## src/iraf_pkg.sv

```systemverilog
`timescale 1ns / 1ps

package iraf_pkg;

  localparam int unsigned MAX_BUFFER = 64;
  localparam int unsigned MIN_BUFFER = 4;
  localparam int unsigned MAX_DIGITS = 32;

  localparam int unsigned LEN_W   = 7;   // buffer_len field
  localparam int unsigned PAD_W   = 6;   // pad_width field
  localparam int unsigned CNT_W   = 6;   // digit count and byte cursor, 0..63
  localparam int unsigned DIG_IDX_W = 5; // index into the 32-entry digit store

  // radix_sel codes
  localparam logic [1:0] RADIX_BIN = 2'd0;
  localparam logic [1:0] RADIX_OCT = 2'd1;
  localparam logic [1:0] RADIX_DEC = 2'd2;
  localparam logic [1:0] RADIX_HEX = 2'd3;

  // ASCII codes
  localparam logic [7:0] ASC_NUL   = 8'h00;
  localparam logic [7:0] ASC_MINUS = 8'h2d;
  localparam logic [7:0] ASC_ZERO  = 8'h30;
  localparam logic [7:0] ASC_A_LC  = 8'h61;
  localparam logic [7:0] ASC_B_LC  = 8'h62;
  localparam logic [7:0] ASC_O_LC  = 8'h6f;
  localparam logic [7:0] ASC_X_LC  = 8'h78;

  // ceil(2^35 / 10): floor(x * RECIP10 / 2^35) == floor(x / 10) for any 32-bit x
  localparam logic [31:0] RECIP10 = 32'hcccc_cccd;
  localparam int unsigned RECIP10_SHIFT = 35;

  // which byte the datapath loads into the output register
  typedef enum logic [2:0] {
    CH_SIGN   = 3'd0,
    CH_ZERO   = 3'd1,
    CH_LETTER = 3'd2,
    CH_DIGIT  = 3'd3,
    CH_NUL    = 3'd4,
    CH_ERR    = 3'd5
  } char_sel_t;

  typedef struct packed {
    logic      idle;
    logic      load;
    logic      mul;
    logic      dig;
    logic      emit;
    char_sel_t char_sel;
  } cmd_t;

  typedef struct packed {
    logic in_valid;
    logic in_err;
    logic in_dec;
    logic neg;
    logic dec;
    logic dig_done;
    logic pos_zero;
    logic pos_last;
    logic out_free;
  } stat_t;

  function automatic logic [7:0] digit_ascii(input logic [3:0] d);
    logic [7:0] c;
    if (d >= 4'd10) begin
      c = ASC_A_LC + {4'd0, d} - 8'd10;
    end else begin
      c = ASC_ZERO + {4'd0, d};
    end
    return c;
  endfunction

endpackage

```

## src/iraf_if.sv

```systemverilog
`timescale 1ns / 1ps

interface iraf_in_if;
  logic               valid;
  logic               ready;
  logic signed [31:0] value;
  logic [1:0]         radix_sel;
  logic [6:0]         buffer_len;
  logic [5:0]         pad_width;

  modport source (output valid, value, radix_sel, buffer_len, pad_width, input ready);
  modport sink   (input valid, value, radix_sel, buffer_len, pad_width, output ready);
endinterface

interface iraf_out_if;
  logic       valid;
  logic       ready;
  logic [7:0] out_char;
  logic       last;
  logic       status;

  modport source (output valid, out_char, last, status, input ready);
  modport sink   (input valid, out_char, last, status, output ready);
endinterface

```

## src/iraf_dp.sv

```systemverilog
`timescale 1ns / 1ps

module iraf_dp (
  input  logic          clk,
  input  logic          rst_n,
  input  iraf_pkg::cmd_t  cmd,
  output iraf_pkg::stat_t stat,
  iraf_in_if.sink       in_chan,
  iraf_out_if.source    out_chan
);
  import iraf_pkg::*;

  // request registers
  logic [31:0]      mag_r;
  logic             neg_r;
  logic [1:0]       sel_r;
  logic [CNT_W-1:0] room_r;
  logic [PAD_W-1:0] pad_r;
  logic [CNT_W-1:0] ndig_r;
  logic [CNT_W-1:0] pos_r;
  logic [63:0]      prod_r;
  logic [3:0]       digs_r [MAX_DIGITS];

  // output register
  logic       out_valid_r;
  logic [7:0] out_char_r;
  logic       last_r;
  logic       status_r;

  // load-side decode
  logic [31:0]      in_bits;
  logic [LEN_W-1:0] blen_c;
  logic [LEN_W-1:0] room_full;
  logic             in_neg;
  logic             in_dec;

  // digit step
  logic [28:0]      q10;
  logic [31:0]      q10_x;
  logic [31:0]      r10_full;
  logic [3:0]       dval;
  logic [31:0]      mag_nxt;
  logic [CNT_W-1:0] ndig_inc;
  logic [CNT_W-1:0] total;
  logic [CNT_W-1:0] n_nxt;

  // emission
  logic [CNT_W-1:0] pos_m1;
  logic [7:0]       dig_char;
  logic [7:0]       letter;
  logic [7:0]       char_nxt;
  logic             last_nxt;
  logic             status_nxt;

  assign in_bits = in_chan.value;
  assign in_neg  = in_bits[31];
  assign in_dec  = (in_chan.radix_sel == RADIX_DEC);
  assign blen_c  = (in_chan.buffer_len > LEN_W'(MAX_BUFFER)) ? LEN_W'(MAX_BUFFER)
                                                              : in_chan.buffer_len;
  // bytes left for digits once sign, prefix and NUL are placed
  assign room_full = blen_c - LEN_W'(1) - LEN_W'(in_neg) - (in_dec ? LEN_W'(0) : LEN_W'(2));

  // decimal digit from the registered reciprocal product
  assign q10      = prod_r[63:RECIP10_SHIFT];
  assign q10_x    = {3'd0, q10};
  assign r10_full = mag_r - (q10_x << 3) - (q10_x << 1);

  always_comb begin
    case (sel_r)
      RADIX_BIN: begin
        dval    = {3'd0, mag_r[0]};
        mag_nxt = mag_r >> 1;
      end
      RADIX_OCT: begin
        dval    = {1'b0, mag_r[2:0]};
        mag_nxt = mag_r >> 3;
      end
      RADIX_DEC: begin
        dval    = r10_full[3:0];
        mag_nxt = q10_x;
      end
      default: begin
        dval    = mag_r[3:0];
        mag_nxt = mag_r >> 4;
      end
    endcase
  end

  assign ndig_inc = ndig_r + CNT_W'(1);
  assign total    = (ndig_inc > pad_r) ? ndig_inc : pad_r;
  assign n_nxt    = (total < room_r) ? total : room_r;

  assign pos_m1   = pos_r - CNT_W'(1);
  assign dig_char = (pos_m1 < ndig_r) ? digit_ascii(digs_r[pos_m1[DIG_IDX_W-1:0]]) : ASC_ZERO;

  always_comb begin
    case (sel_r)
      RADIX_BIN: letter = ASC_B_LC;
      RADIX_OCT: letter = ASC_O_LC;
      RADIX_HEX: letter = ASC_X_LC;
      default:   letter = ASC_NUL;
    endcase
  end

  always_comb begin
    char_nxt   = ASC_NUL;
    last_nxt   = 1'b0;
    status_nxt = 1'b0;
    case (cmd.char_sel)
      CH_SIGN:   char_nxt = ASC_MINUS;
      CH_ZERO:   char_nxt = ASC_ZERO;
      CH_LETTER: char_nxt = letter;
      CH_DIGIT:  char_nxt = dig_char;
      CH_NUL:    last_nxt = 1'b1;
      CH_ERR: begin
        last_nxt   = 1'b1;
        status_nxt = 1'b1;
      end
      default:   char_nxt = ASC_NUL;
    endcase
  end

  always_ff @(posedge clk) begin
    if (cmd.load) begin
      mag_r  <= in_neg ? (32'd0 - in_bits) : in_bits;
      neg_r  <= in_neg;
      sel_r  <= in_chan.radix_sel;
      room_r <= room_full[CNT_W-1:0];
      pad_r  <= in_chan.pad_width;
      ndig_r <= '0;
    end
    if (cmd.mul) begin
      prod_r <= 64'(mag_r) * 64'(RECIP10);
    end
    if (cmd.dig) begin
      digs_r[ndig_r[DIG_IDX_W-1:0]] <= dval;
      ndig_r <= ndig_inc;
      mag_r  <= mag_nxt;
      pos_r  <= n_nxt;
    end
    if (cmd.emit && (cmd.char_sel == CH_DIGIT)) begin
      pos_r <= pos_m1;
    end
    if (cmd.emit) begin
      out_char_r <= char_nxt;
      last_r     <= last_nxt;
      status_r   <= status_nxt;
    end
  end

  always_ff @(posedge clk) begin
    if (!rst_n) begin
      out_valid_r <= 1'b0;
    end else if (cmd.emit) begin
      out_valid_r <= 1'b1;
    end else if (out_chan.ready) begin
      out_valid_r <= 1'b0;
    end
  end

  assign in_chan.ready   = cmd.idle;
  assign out_chan.valid  = out_valid_r;
  assign out_chan.out_char = out_char_r;
  assign out_chan.last   = last_r;
  assign out_chan.status = status_r;

  assign stat.in_valid = in_chan.valid;
  assign stat.in_err   = (blen_c < LEN_W'(MIN_BUFFER));
  assign stat.in_dec   = in_dec;
  assign stat.neg      = neg_r;
  assign stat.dec      = (sel_r == RADIX_DEC);
  assign stat.dig_done = (mag_nxt == 32'd0) || (ndig_r == CNT_W'(MAX_DIGITS - 1));
  assign stat.pos_zero = (pos_r == '0);
  assign stat.pos_last = (pos_r == CNT_W'(1));
  assign stat.out_free = !out_valid_r || out_chan.ready;

endmodule

```

## src/iraf_ctrl.sv

```systemverilog
`timescale 1ns / 1ps

module iraf_ctrl (
  input  logic            clk,
  input  logic            rst_n,
  input  iraf_pkg::stat_t stat,
  output iraf_pkg::cmd_t  cmd
);
  import iraf_pkg::*;

  typedef enum logic [8:0] {
    S_IDLE   = 9'b0_0000_0001,
    S_MUL    = 9'b0_0000_0010,
    S_DIG    = 9'b0_0000_0100,
    S_SIGN   = 9'b0_0000_1000,
    S_ZERO   = 9'b0_0001_0000,
    S_LETTER = 9'b0_0010_0000,
    S_DIGIT  = 9'b0_0100_0000,
    S_NUL    = 9'b0_1000_0000,
    S_ERR    = 9'b1_0000_0000
  } state_t;

  state_t state_r;
  state_t state_nxt;

  always_comb begin
    state_nxt    = state_r;
    cmd          = '0;
    cmd.char_sel = CH_NUL;
    cmd.idle     = (state_r == S_IDLE);
    case (state_r)
      S_IDLE: begin
        if (stat.in_valid) begin
          cmd.load = 1'b1;
          if (stat.in_err) begin
            state_nxt = S_ERR;
          end else if (stat.in_dec) begin
            state_nxt = S_MUL;
          end else begin
            state_nxt = S_DIG;
          end
        end
      end
      S_MUL: begin
        cmd.mul   = 1'b1;
        state_nxt = S_DIG;
      end
      S_DIG: begin
        cmd.dig = 1'b1;
        if (stat.dig_done) begin
          if (stat.neg) begin
            state_nxt = S_SIGN;
          end else if (!stat.dec) begin
            state_nxt = S_ZERO;
          end else begin
            state_nxt = S_DIGIT;
          end
        end else begin
          state_nxt = stat.dec ? S_MUL : S_DIG;
        end
      end
      S_SIGN: begin
        cmd.char_sel = CH_SIGN;
        if (stat.out_free) begin
          cmd.emit  = 1'b1;
          state_nxt = stat.dec ? S_DIGIT : S_ZERO;
        end
      end
      S_ZERO: begin
        cmd.char_sel = CH_ZERO;
        if (stat.out_free) begin
          cmd.emit  = 1'b1;
          state_nxt = S_LETTER;
        end
      end
      S_LETTER: begin
        cmd.char_sel = CH_LETTER;
        if (stat.out_free) begin
          cmd.emit  = 1'b1;
          state_nxt = S_DIGIT;
        end
      end
      S_DIGIT: begin
        cmd.char_sel = CH_DIGIT;
        if (stat.pos_zero) begin
          state_nxt = S_NUL;
        end else if (stat.out_free) begin
          cmd.emit = 1'b1;
          if (stat.pos_last) begin
            state_nxt = S_NUL;
          end
        end
      end
      S_NUL: begin
        cmd.char_sel = CH_NUL;
        if (stat.out_free) begin
          cmd.emit  = 1'b1;
          state_nxt = S_IDLE;
        end
      end
      S_ERR: begin
        cmd.char_sel = CH_ERR;
        if (stat.out_free) begin
          cmd.emit  = 1'b1;
          state_nxt = S_IDLE;
        end
      end
      default: begin
        state_nxt = S_IDLE;
      end
    endcase
  end

  always_ff @(posedge clk) begin
    if (!rst_n) begin
      state_r <= S_IDLE;
    end else begin
      state_r <= state_nxt;
    end
  end

  // short buffer goes straight to the error byte
  a_err_path: assert property (@(posedge clk) disable iff (!rst_n)
    (cmd.load && stat.in_err) |=> (state_r == S_ERR))
    else $error("short buffer request did not take the error path");

  // never overwrite a byte the receiver has not taken
  a_emit_free: assert property (@(posedge clk) disable iff (!rst_n)
    cmd.emit |-> stat.out_free)
    else $error("output register loaded while still occupied");

  // product is always consumed in the cycle after it is formed
  a_mul_dig: assert property (@(posedge clk) disable iff (!rst_n)
    (state_r == S_MUL) |=> (state_r == S_DIG))
    else $error("reciprocal product not followed by a digit step");

  // terminator closes the request
  a_nul_idle: assert property (@(posedge clk) disable iff (!rst_n)
    (cmd.emit && (cmd.char_sel == CH_NUL)) |=> (state_r == S_IDLE))
    else $error("controller did not return to idle after the terminator");

endmodule

```

## src/integer_to_ascii_radix_formatter_core.sv

```systemverilog
`timescale 1ns / 1ps

// Integer to ASCII formatter, base 2, 8, 10 or 16.
// in_chan: one request = signed value, radix_sel, buffer_len, pad_width.
//   Accepted when valid and ready are high at a clock edge; ready is high only
//   while no request is in conversion, so one request is worked at a time.
// out_chan: one byte per transfer: optional '-', prefix 0b/0o/0x (not for
//   decimal), digits (lower-case hex, zero padded), then NUL with last set.
//   buffer_len below 4 gives a single NUL byte with last and status set.
// Sequence: after the accept, digit extraction runs one digit step per digit
//   for the power-of-two radices (up to 32 digits); decimal takes a
//   reciprocal multiply then a remainder step per digit. Bytes then leave
//   at one per cycle while the receiver is ready, up to 64; when no digit
//   fits, the digit state passes on to the NUL without giving a byte.
// The output register frees the controller: the next request is taken while
//   the final NUL still waits. A stalled receiver holds the byte and the
//   controller simply waits; nothing is dropped.
// Reset (rst_n low, synchronous) returns the controller to idle and empties
//   the output register. No clearing pass is needed.

module integer_to_ascii_radix_formatter_core (
  input  logic       clk,
  input  logic       rst_n,
  iraf_in_if.sink    in_chan,
  iraf_out_if.source out_chan
);
  import iraf_pkg::*;

  cmd_t  cmd;   // controller to datapath
  stat_t stat;  // datapath to controller

  // sequencing: accept, digit loop, byte emission
  iraf_ctrl u_ctrl (
    .clk   (clk),
    .rst_n (rst_n),
    .stat  (stat),
    .cmd   (cmd)
  );

  // magnitude, divider, digit store, byte select and output register
  iraf_dp u_dp (
    .clk      (clk),
    .rst_n    (rst_n),
    .cmd      (cmd),
    .stat     (stat),
    .in_chan  (in_chan),
    .out_chan (out_chan)
  );

endmodule

```

## src/flat_wrapper.sv

```systemverilog
// flat-port wrapper written by rule: the top's interface ports become plain ports
module integer_to_ascii_radix_formatter_core_flat import iraf_pkg::*;
  (clk, rst_n, in_chan_valid, in_chan_value, in_chan_radix_sel, in_chan_buffer_len, in_chan_pad_width, in_chan_ready, out_chan_valid, out_chan_out_char, out_chan_last, out_chan_status, out_chan_ready);
  iraf_in_if in_chan_i ();
  iraf_out_if out_chan_i ();
  input  logic clk;
  input  logic rst_n;
  input wire logic [$bits(in_chan_i.valid)-1:0] in_chan_valid;
  input wire logic [$bits(in_chan_i.value)-1:0] in_chan_value;
  input wire logic [$bits(in_chan_i.radix_sel)-1:0] in_chan_radix_sel;
  input wire logic [$bits(in_chan_i.buffer_len)-1:0] in_chan_buffer_len;
  input wire logic [$bits(in_chan_i.pad_width)-1:0] in_chan_pad_width;
  output wire logic [$bits(in_chan_i.ready)-1:0] in_chan_ready;
  output wire logic [$bits(out_chan_i.valid)-1:0] out_chan_valid;
  output wire logic [$bits(out_chan_i.out_char)-1:0] out_chan_out_char;
  output wire logic [$bits(out_chan_i.last)-1:0] out_chan_last;
  output wire logic [$bits(out_chan_i.status)-1:0] out_chan_status;
  input wire logic [$bits(out_chan_i.ready)-1:0] out_chan_ready;
  assign in_chan_i.valid = in_chan_valid;
  assign in_chan_i.value = in_chan_value;
  assign in_chan_i.radix_sel = in_chan_radix_sel;
  assign in_chan_i.buffer_len = in_chan_buffer_len;
  assign in_chan_i.pad_width = in_chan_pad_width;
  assign in_chan_ready = in_chan_i.ready;
  assign out_chan_valid = out_chan_i.valid;
  assign out_chan_out_char = out_chan_i.out_char;
  assign out_chan_last = out_chan_i.last;
  assign out_chan_status = out_chan_i.status;
  assign out_chan_i.ready = out_chan_ready;
  integer_to_ascii_radix_formatter_core u_core (.clk(clk), .rst_n(rst_n), .in_chan(in_chan_i), .out_chan(out_chan_i));
endmodule
```

## config.mk

```make
export PLATFORM = sky130hd
export DESIGN_NAME = integer_to_ascii_radix_formatter_core_flat
export DESIGN_NICKNAME = d
export VERILOG_FILES = /design/src/iraf_pkg.sv /design/src/iraf_if.sv /design/src/iraf_dp.sv /design/src/iraf_ctrl.sv /design/src/integer_to_ascii_radix_formatter_core.sv /design/src/flat_wrapper.sv
export SDC_FILE = /design/constraint.sdc
export NUM_CORES = 2
export LEC_CHECK = 0
export BUFFER_PORTS_ARGS = -buffer_cell sky130_fd_sc_hd__buf_2
export CAP_MARGIN = 20
export CORE_AREA = 2 2 212 423
export DETAILED_ROUTE_END_ITERATION = 10
export DIE_AREA = 0 0 214 425
export SYNTH_ARGS = -nofsm -noshare
export SYNTH_HDL_FRONTEND = slang
export SYNTH_SLANG_ARGS = --single-unit
```

## constraint.sdc

```tcl
create_clock -name clk -period 8.7 [get_ports clk]
set_input_delay 0.87 -clock clk [delete_from_list [all_inputs] [get_ports clk]]
set_output_delay 0.87 -clock clk [all_outputs]
set_load 0.005 [all_outputs]
```

==> flow_summary.ini <==
[worst_setup_path]
crit_type = reg2reg
required_ns = 9.03
start_kind = register
reg2reg_from = u_core.u_dp.mag_r[16]
endpoint_kind = register
crit_arrival_ns = 8.34
path_max_fanout = 8
cp-startpoint = u_core.u_dp.mag_r[16]

[flow_run]
maxCapViolations = 0

[synthesis]
synthFlopType = edfxtp_1
yosys_warnings = 0
ys_async_sr_fraction = 0
synth_top_area_share = 0.270
netlist_area_um2 = 28800
synth_top_cell_by_area = fa_1
yosysMostFrequentCell = inv_1
synth_commonest_cells = 567 x inv_1, 388 x fa_1, 377 x ha_1
syn_area_per_cell_um2 = 11.1
synth-seq-area-share = 0.242
syn-num-nets = 3406
synth_edf_count = 225
synth.distinct_cells = 75
synth.area.top_cells = fa_1 27%, edfxtp_1 23%, ha_1 16%
synthCells = 2590
ys_ff_latch = 235

[clocking]
hold_buffers = 0
cts.path.max_buffers = 3
cts-root-buf = clkbuf_16
clk_pin_slew_worst_paths_ns = 0.08
clock-sinks = 235
cts-resized-gates = 0
cts_buffers = 26
clkLatencyLatePin_ns = 0.61
cts_setup_buffers = 0
cts_tree = built
htree_num_levels = 1

[floorplan]
io_pins = 63
die_x_um = 214
num_rows = 154
start_util = 0.328
dieArea_um2 = 91000
die_y_um = 425
core_um2 = 87700

[global_route]
antenna_found_initial = 1
grt_pass1_wl_um = 133000
grt_max_degree = 41
grt_pass1_vias = 20700
overflow = 0
track_usage = 0.196

[placed_design]
portBuffers = 61
placed_area_um2 = 30500
hpwl_um = 74500
place_ws_ns = 0.701
place_congestion = 0.991

[route]
vias_per_cell = 5.11
routedWlPerCell_um = 23.0
drt_wl_total_um = 88400
via_count = 19600
route.antenna.remaining_nets = 0
drc_errors = 0
drt_pre_antenna_iters = 5
drt_first_iter_violations = 1573

[worst_hold_path]
hold_class = in2reg
worstHoldStart = in_chan_radix_sel[0]

[timing]
max-slew-margin-rel = 0.342
setup_viol = 0
hold_violations = 0
setup_slack_ns = 0.685
fin_crit_sh = 0.921
fin_hold_ws_ns = 0.484
drv_slew = 0
layout_min_cycle_time_ns = 8.01
rsz0062_at_grt = false
worstMarginPinSlew_ns = 0.977
max_freq_ghz = 0.125
fin_skew_ns = 0.0558
setup_tns_ns = 0

[final_layout]
area_growth_pct = 9.16
stdcell_area_um2 = 31400
drive_gt1_frac = 0.0824
layout.nets = 3466
diodes = 0

[outcome]
outcome = finished clean
==> cell type report <==
cell class | count | area, um2
fillers | 8640 | 56300
multi-input cells | 1727 | 19500
flip-flops and latches | 235 | 6960
inverters | 571 | 2140
well taps | 1170 | 1460
clock buffers | 27 | 654
repair buffers | 89 | 523
clock inverters | 20 | 208
==> flip-flops by register name, summed over array words and instances (netlist names), 7 cells and up <==
| name | count |
|---|---|
| u_core.u_dp.digs_r | 128 |
| u_core.u_dp.mag_r | 32 |
| u_core.u_dp.prod_r | 29 |
| u_core.u_ctrl.state_r | 9 |
| u_core.u_dp.out_chan.out_char | 7 |
==> worst max-delay path: stages, from the launching register on <==
cell	delay (ns)
edfxtp_1	0.60
ha_1	0.56
inv_1	0.19
fa_1	0.52
inv_1	0.07
fa_1	0.53
inv_1	0.06
fa_1	0.50
inv_1	0.05
fa_1	0.57
fa_1	0.44
fa_1	0.51
fa_1	0.41
ha_1	0.44
and2_1	0.24
a2111oi_0	0.46
o21ai_1	0.20
or4b_1	0.50
o21ai_1	0.35
or3_1	0.23
a21oi_1	0.13
xor2_1	0.17
==> cell usage in the layout (no fill, tap or decap), types with 16 or more instances in the layout <==
cell	count
and2_1	19
o21ai_1	47
xnor2_1	42
nor3_1	22
a21oi_1	99
mux2i_1	16
inv_1	567
ha_1	377
mux4_2	65
clkbuf_16	26
a21o_1	31
nor2b_1	23
nand4_1	22
buf_4	25
nand2b_1	17
nand2_1	130
xor2_1	77
buf_2	61
edfxtp_1	225
fa_1	388
nor2_1	82
o21ai_0	61
nand3_1	33
==> per-layer routing <==
| layer | vias to the layer above | part of all wire | track usage |
|---|---|---|---|
| met3 | 166 | 0.067 | 0.0294 |
| met2 | 673 | 0.48 | 0.326 |
| met1 | 9973 | 0.40 | 0.256 |
| met5 | - | 0.00011 | 0 |
| li1 | 8798 | - | - |
| met4 | 2 | 0.050 | 0.0830 |
==> through the flow <==
step	util	cells
final	0.358	3839
after global routing	0.358	3839
after CTS	0.358	3835
after detailed placement	0.348	3788
after global placement	0.348	3788
after floorplan	-	2590
==> final timing paths <==
| kind | end | slack (ns) | cells past startpoint |
|---|---|---|---|
| hold / removal | u_core.u_dp.sel_r[0] | 0.48 | 1 |
| hold reg to reg | u_core.u_ctrl.state_r[4] | 0.56 | 2 |
| setup reg to reg | u_core.u_dp.prod_r[51] | 0.69 | 21 |
| setup / recovery | u_core.u_dp.prod_r[51] | 0.69 | 21 |
==> cells by family (layout without fill, tap and decap cells) <==
family / Yosys count / count (layout) / share of synthesized area
AOI/OAI and AO/OA: 348 / 348 / 0.0749
xor gates and xnor gates: 119 / 119 / 0.0362
adders and majority gates: 765 / 765 / 0.434
buffers and inverters: 628 / 707 / 0.0829
DFF: 235 / 235 / 0.242
muxes: 86 / 86 / 0.0600
other: 1 / 1 / 0.000130
and+or+nand+nor: 408 / 408 / 0.0701
Power is not shown: default switching activity piles up to over one toggle a cycle in this logic, so the estimate is an artifact.
